File: src/rtl/core/qrm_pkg.sv
// Package for the quaternion to rotation matrix core: widths, payload and lane types.
package qrm_pkg;

    // Component width of the Q1.x payload fields
    localparam int QRM_CW = 16;
    // Default fraction bits
    localparam int QRM_FRAC_BITS = 14;
    // Width of sums of products and of the divider remainder
    localparam int QRM_NW = 2 * QRM_CW + 2;
    // Number of matrix entries produced
    localparam int QRM_NLANE = 9;

    typedef struct packed {
        logic signed [QRM_CW-1:0] comp_w;
        logic signed [QRM_CW-1:0] comp_x;
        logic signed [QRM_CW-1:0] comp_y;
        logic signed [QRM_CW-1:0] comp_z;
    } t_qrm_in;

    typedef struct packed {
        logic signed [QRM_CW-1:0] entry_0;
        logic signed [QRM_CW-1:0] entry_1;
        logic signed [QRM_CW-1:0] entry_2;
        logic signed [QRM_CW-1:0] entry_4;
        logic signed [QRM_CW-1:0] entry_5;
        logic signed [QRM_CW-1:0] entry_6;
        logic signed [QRM_CW-1:0] entry_8;
        logic signed [QRM_CW-1:0] entry_9;
        logic signed [QRM_CW-1:0] entry_10;
        logic                     zero_quat;
    } t_qrm_out;

    // One numerator on its way into a divider lane
    typedef struct packed {
        logic              neg;
        logic              sat;
        logic [QRM_NW-1:0] mag;
    } t_qrm_lane;

endpackage

File: src/rtl/core/qrm_div.sv
// One divider lane: one restoring quotient bit per stage, then rounding.
module qrm_div
    import qrm_pkg::*;
#(
    parameter int FRAC_BITS = QRM_FRAC_BITS
) (
    input  logic                       i_clk,
    input  logic [FRAC_BITS:0]         i_en,
    input  t_qrm_lane                  i_lane,
    input  logic [QRM_NW-1:0]          i_den,
    output logic signed [QRM_CW-1:0]   o_entry
);

    localparam int NS = FRAC_BITS + 1;
    localparam int MW = (QRM_CW > NS) ? QRM_CW : NS;

    logic [QRM_NW-1:0] r_rem [NS];
    logic [QRM_NW-1:0] r_den [NS];
    logic [NS-1:0]     r_q   [NS];
    logic              r_neg [NS];
    logic              r_sat [NS];

    genvar g;
    generate
        for (g = 0; g < NS; g++) begin : g_step
            logic [QRM_NW-1:0] p_rem, p_den, sh;
            logic [NS-1:0]     p_q;
            logic              p_neg, p_sat, ge;

            // Pick up the previous stage
            if (g == 0) begin : g_first
                assign p_rem = i_lane.mag;
                assign p_den = i_den;
                assign p_q   = '0;
                assign p_neg = i_lane.neg;
                assign p_sat = i_lane.sat;
            end else begin : g_next
                assign p_rem = r_rem[g-1];
                assign p_den = r_den[g-1];
                assign p_q   = r_q[g-1];
                assign p_neg = r_neg[g-1];
                assign p_sat = r_sat[g-1];
            end

            // Shift, compare, subtract
            assign sh = {p_rem[QRM_NW-2:0], 1'b0};
            assign ge = sh >= p_den;

            always_ff @(posedge i_clk) begin
                if (i_en[g]) begin
                    r_rem[g] <= ge ? sh - p_den : sh;
                    r_den[g] <= p_den;
                    r_q[g]   <= {p_q[NS-2:0], ge};
                    r_neg[g] <= p_neg;
                    r_sat[g] <= p_sat;
                end
            end
        end
    endgenerate

    // Round half away from zero, saturate to 1.0, apply sign
    logic [NS:0]    q_inc;
    logic [NS-1:0]  mag;
    logic [MW-1:0]  mext, res;

    always_comb begin
        q_inc = {1'b0, r_q[NS-1]} + (NS+1)'(1);
        mag   = r_sat[NS-1] ? (NS'(1) << FRAC_BITS) : q_inc[NS:1];
        mext  = MW'(mag);
        res   = r_neg[NS-1] ? MW'(-mext) : mext;
    end

    assign o_entry = res[QRM_CW-1:0];

endmodule
File: config.mk
export PLATFORM = sky130hd
export DESIGN_NAME = qrm_div
export DESIGN_NICKNAME = d
export VERILOG_FILES = /design/src/rtl/core/qrm_pkg.sv /design/src/rtl/core/qrm_div.sv
export SDC_FILE = /design/constraint.sdc
export NUM_CORES = 2
export LEC_CHECK = 0
export BUFFER_PORTS_ARGS = -buffer_cell sky130_fd_sc_hd__buf_4
export CAP_MARGIN = 5
export CORE_MARGIN = 10
export CORE_UTILIZATION = 59
export CTS_CLUSTER_DIAMETER = 40
export DETAILED_ROUTE_END_ITERATION = 6
export GPL_TIMING_DRIVEN = 1
export PLACE_DENSITY = 0.84
export SYNTH_ARGS = -nofsm -noshare
export SYNTH_HDL_FRONTEND = slang
export SYNTH_SLANG_ARGS = --single-unit
File: constraint.sdc
create_clock -name i_clk -period 5.7 [get_ports i_clk]
set_input_delay 0.285 -clock i_clk [delete_from_list [all_inputs] [get_ports i_clk]]
set_output_delay 0.285 -clock i_clk [all_outputs]
set_load 0.05 [all_outputs]
Word level (Yosys, flattened, before mapping):

Memories as Yosys holds them, arrays and structs flattened.
Index checks and enable logic that the tools add are counted.

* register bits after elaboration: 0
* latch bits: 0
* memory bits (writable): 1275
* memory bits (read-only): 0
* bits of input ports: 86
* logic and storage cells: 84
* memories: 5

* add/subtract/negate cells: 17
* multiply operators: 0
* div/mod/pow operators: 0
* magnitude comparators: 15
* equality and inequality tests: 0
* shift-type cells: 0
* mux-type cells: 47
* bitwise logic cells: 0
* reductions and logical operators: 0

Memory list
* r_den: depth 15, bits a word 34, rd ports 14, clocked after Yosys merged registers in 0, write ports 15, RTL line qrm_div.sv:18 `logic [QRM_NW-1:0] r_den [NS];`
* r_rem: depth 15, bits a word 34, rd ports 14, clocked after Yosys merged registers in 0, write ports 15, RTL line qrm_div.sv:17 `logic [QRM_NW-1:0] r_rem [NS];`
* r_q: depth 15, bits a word 15, rd ports 15, clocked after Yosys merged registers in 0, write ports 15, RTL line qrm_div.sv:19 `logic [NS-1:0] r_q [NS];`
* r_neg: depth 15, bits a word 1, rd ports 15, clocked after Yosys merged registers in 0, write ports 15, RTL line qrm_div.sv:20 `logic r_neg [NS];`
* r_sat: depth 15, bits a word 1, rd ports 15, clocked after Yosys merged registers in 0, write ports 15, RTL line qrm_div.sv:21 `logic r_sat [NS];`

Operators by type and width (number)
* >= comparator 34 bit: 15
* two-way mux 34 bit: 15
* subtractor 34 bit: 15
* two-way mux 1 bit: 30
* adder 15 x 1 -> 16 bit, second input constant: 1
* two-way mux 16 bit: 1
* negation 15 -> 16 bit: 1
* two-way mux 15 bit: 1

Depth between registers and ports, before layout:

An unclocked memory read counts as a cell.

* depth in word-level cells: 5
* mapped depth: 16
* mapped depth without buffers: 13

Least setup slack after synthesis:

Ideal clock, no wire load.

* kind: register to register
* start point: mem r_den[1][102] in the netlist's numbering
* end point: mem r_rem[1][164] in the netlist's numbering, data pin
* setup time: 0.260 ns
* arrival time: 3.104 ns
* slack: 2.336 ns
* cell stages (with the launch flop): 12
* buffers on the path: 1
* cell sequence: edfxtp_1 -> fa_1 -> nand2b_1 -> a21oi_1 -> o21a_1 -> o22a_1 -> a2111oi_0 -> nor3_1 -> a31oi_1 -> o21ai_1 -> buf_2 -> mux2_2

RTL lines (RTL line)
* from (decl): qrm_div.sv:18
* to (decl): qrm_div.sv:17

==> impl_metrics.csv <==
group,metric,value,unit
worst_setup_path,worst_path_dominant_cell_family,"compound AO/OA/AOI/OAI gates",
sta,slew_headroom,28.4,%
drt,drtAntennaViolNets,0,
drt,viasPerCell,5.85,
yosys,synth_flop_cell,"edfxtp_1",
drt,wl_per_cell,17.0,um
yosys,ys_warn_count,0,
yosys,synthesis.area,64600,um2
global_route,grt_pass1_vias,45721,
place,port_buffers,100,
clock_tree,clock_tree.buffer_depth,3,
clock_tree,tritoncts,"built",
sta,layout_setup_ws,1280,ps
drt,drtIter0Drc,2877,
final_layout,synthToLayoutAreaGrowth,12.9,%
drt,drtPass1Iterations,7,
global_route,grt_pass1_wl,214,mm
clock_tree,clk_pin_slew,50,ps
yosys,synth-edff-count,1088,
worst_setup_path,cp.arrival,4890,ps
power_and_ir_drop,cellPowerDensity,537,nW/um2
sta,finalMaxSlewViolations,0,
final_layout,multiInputGateArea,29000,um2
floorplan,die_x,351,um
yosys,synth_simple_gate_area_share,10.3,%
floorplan,die_area,123000,um2
yosys,synth_mux_area_share,2.73,%
final_layout,seq_area,32700,um2
yosys,synth_cell_types,95,
place,gp_congestion,1.02,
final_layout,nets,6814,
global_route,grt_usage,21.1,%
worst_setup_path,worst_path_max_delay_cell,"a2111oi_2",
worst_setup_path,crit_cells,12,
sta,fin_tns_setup,0,ps
power_and_ir_drop,power_leakage,30.8,nW
clock_tree,post_cts_resized,0,
global_route,antenna_found_initial,1,
sta,fmax,0.226,GHz
yosys,syn-mean-instance-area,10.8,um2
floorplan,die_y,351,um
yosys,synth-adder-area-share,10.3,%
clock_tree,hold_buffers,79,
place,placedCellCount,7384,
hold_path,hold_class,"in2reg",
status,outcome,"complete, but fails checks",
worst_setup_path,path_buf_inv,1,
yosys,synth-compound-area-share,15.7,%
worst_setup_path,crit_path_frequent_cell,"o31ai_1",
worst_setup_path,worstPathMaxFanout,34,
sta,period_needed,4420,ps
clock_tree,cts_buffers,152,
status,violations,"DRC",
clock_tree,clockRootBuffer,"clkbuf_16",
sta,fin_skew,22.5,ps
clock_tree,clk_latency,740,ps
sta,hold_viol_final,0,
hold_path,hold_depth,1,
worst_setup_path,crit_path_end_kind,"flip-flop",
worst_setup_path,worstPathRequired,6170,ps
floorplan,rows,121,
yosys,async_flop_share,0,%
yosys,syn_nets,6588,
yosys,syn_inst,5977,
drt,drt-total-wl,131,mm
drt,route.detailed.drc,1,
clock_tree,cts_max_level,4,
worst_setup_path,worstRegToRegCells,12,
place,dpl_worst_slack,1350,ps
worst_setup_path,startpoint_type,"flip-flop",
sta,worst_pin_slew,1050,ps
final_layout,final-instance-count-excl-fill,7739,
floorplan,initial_core_util,59.4,%
drt,vias,45292,
yosys,ys_seq_area_share,50.6,%
yosys,synth_xor_area_share,5.68,%
place,dp_hpwl,98.3,mm
worst_setup_path,path_class,"reg2reg",
global_route,grt_overflow,0,
floorplan,io_pins,102,
floorplan,core,109000,um2
yosys,synth_top_family_by_area,"compound AO/OA/AOI/OAI gates",
sta,rsz0062_at_grt,"false",
final_layout,n_fill_cell,7659,
sta,finalSetupViolCount,0,
worst_setup_path,max_stage_delay,560,ps
flow_run,maxCapViolCount,0,
power_and_ir_drop,peakVddDrop,363,uV
global_route,grt_start_max_net_pins,74,
clock_tree,postCtsSetupBuffers,0,
clock_tree,cts_num_sinks,1088,
yosys,ys_ff_latch,1088,
final_layout,drive_gt1_share,8.11,%
final_layout,n_antenna_cell,0,
worst_setup_path,crit_chain,"ha_1, nor2b_1, o31a_1, o31ai_1, nor3b_2, o31ai_1, a31oi_1, o21ai_1, a2111oi_2, o21ai_4, buf_4, mux2_1",
sta,post-route-period-util,77.5,%
==> final timing paths <==
kind                       from            end  slack (ps)
setup / recovery  r_rem[0][205]  r_rem[0][240]        1280
hold / removal          i_en[2]     r_q[0][30]         150
hold reg to reg       r_q[1][0]     r_q[1][16]         400
setup reg to reg  r_rem[0][205]  r_rem[0][240]        1280
==> per-layer routing <==
layer,part of all wire [%],up-vias,GRT usage [%]
li1,-,22236,-
met1,36,21158,20.3
met2,54,1423,41.1
met3,3.9,475,3.05
met4,6.5,0,13.8
met5,0,-,0
==> cell usage in the layout, fill, tap and decap left out, types with 31 or more instances in the layout <==
cell and count:
and2_1 37, buf_4 135, nor2_1 337, o21a_1 69, nand2b_1 68, o21ai_1 242
a21o_1 234, clkbuf_16 159, nand2_1 480, nor3_1 83, a21oi_1 494, o21bai_1 60
mux2_1 66, ha_1 511, mux2_4 52, o21ai_0 186, xor2_1 178, nor2b_1 67
xnor2_1 241, dlygate4sd3_1 79, or3_1 31, inv_1 623, o31ai_1 45, a211oi_1 34
nand3_1 93, a31oi_1 44, edfxtp_1 1088, and3_1 46, nand4_1 83
==> sequential cells by signal, indices dropped and copies added (netlist names) <==
| name | cells |
|---|---|
| r_rem | 462 |
| r_q | 120 |
| r_den | 476 |
| r_sat | 15 |
| r_neg | 15 |
==> Yosys cell counts (93+ instances only) <==
library cell	n	area, um2
a21o_1	234	1760
o21ai_1	243	1220
edfxtp_1	1088	32700
ha_1	511	6390
clkbuf_1	114	428
o21ai_0	186	931
nor2_1	337	1260
xnor2_1	241	2110
inv_1	623	2340
nand2_1	480	1800
xor2_1	178	1560
a21oi_1	495	2480
nand3_1	93	465
==> cell type report <==
class | instances | area share [%]
tap | 1414 | 2.43
timing repair buffer | 217 | 2.56
clock buffer | 176 | 5.54
inverter | 632 | 3.25
multi-input combinational | 4112 | 39.8
sequential | 1088 | 44.8
clock inverter | 100 | 1.67
==> report_power, final <==
part           leakage (nW)  switching (mW)  internal, mW
clock                  2.55            3.51          6.09
combinational          17.6            9.72          7.26
sequential             10.7            1.01          11.6
total                  30.8            14.2          24.9
==> stage by stage <==
stage	power (mW)	utilization, %	hold WS, ps	cell area (um2)
2_1_floorplan	25.5	-	384	64600
3_3_place_gp	28.7	61.5	401	66900
3_5_place_dp	29.2	61.5	405	66900
4_1_cts	39.1	67.1	126	72900
5_1_grt	41.7	67.1	166	72900
6_report	39.2	67.1	149	72900
==> logic make-up (layout without fill, tap and decap cells) <==
family | Yosys count | after routing
and+or+nand+nor | 1406 | 1406
buffers and inverters | 777 | 1125
DFF | 1088 | 1088
xor gates and xnor gates | 419 | 419
adders and majority gates | 525 | 525
muxes | 140 | 140
AOI/OAI and AO/OA | 1622 | 1622
No activity file was read; power rests on OpenSTA's default activity.
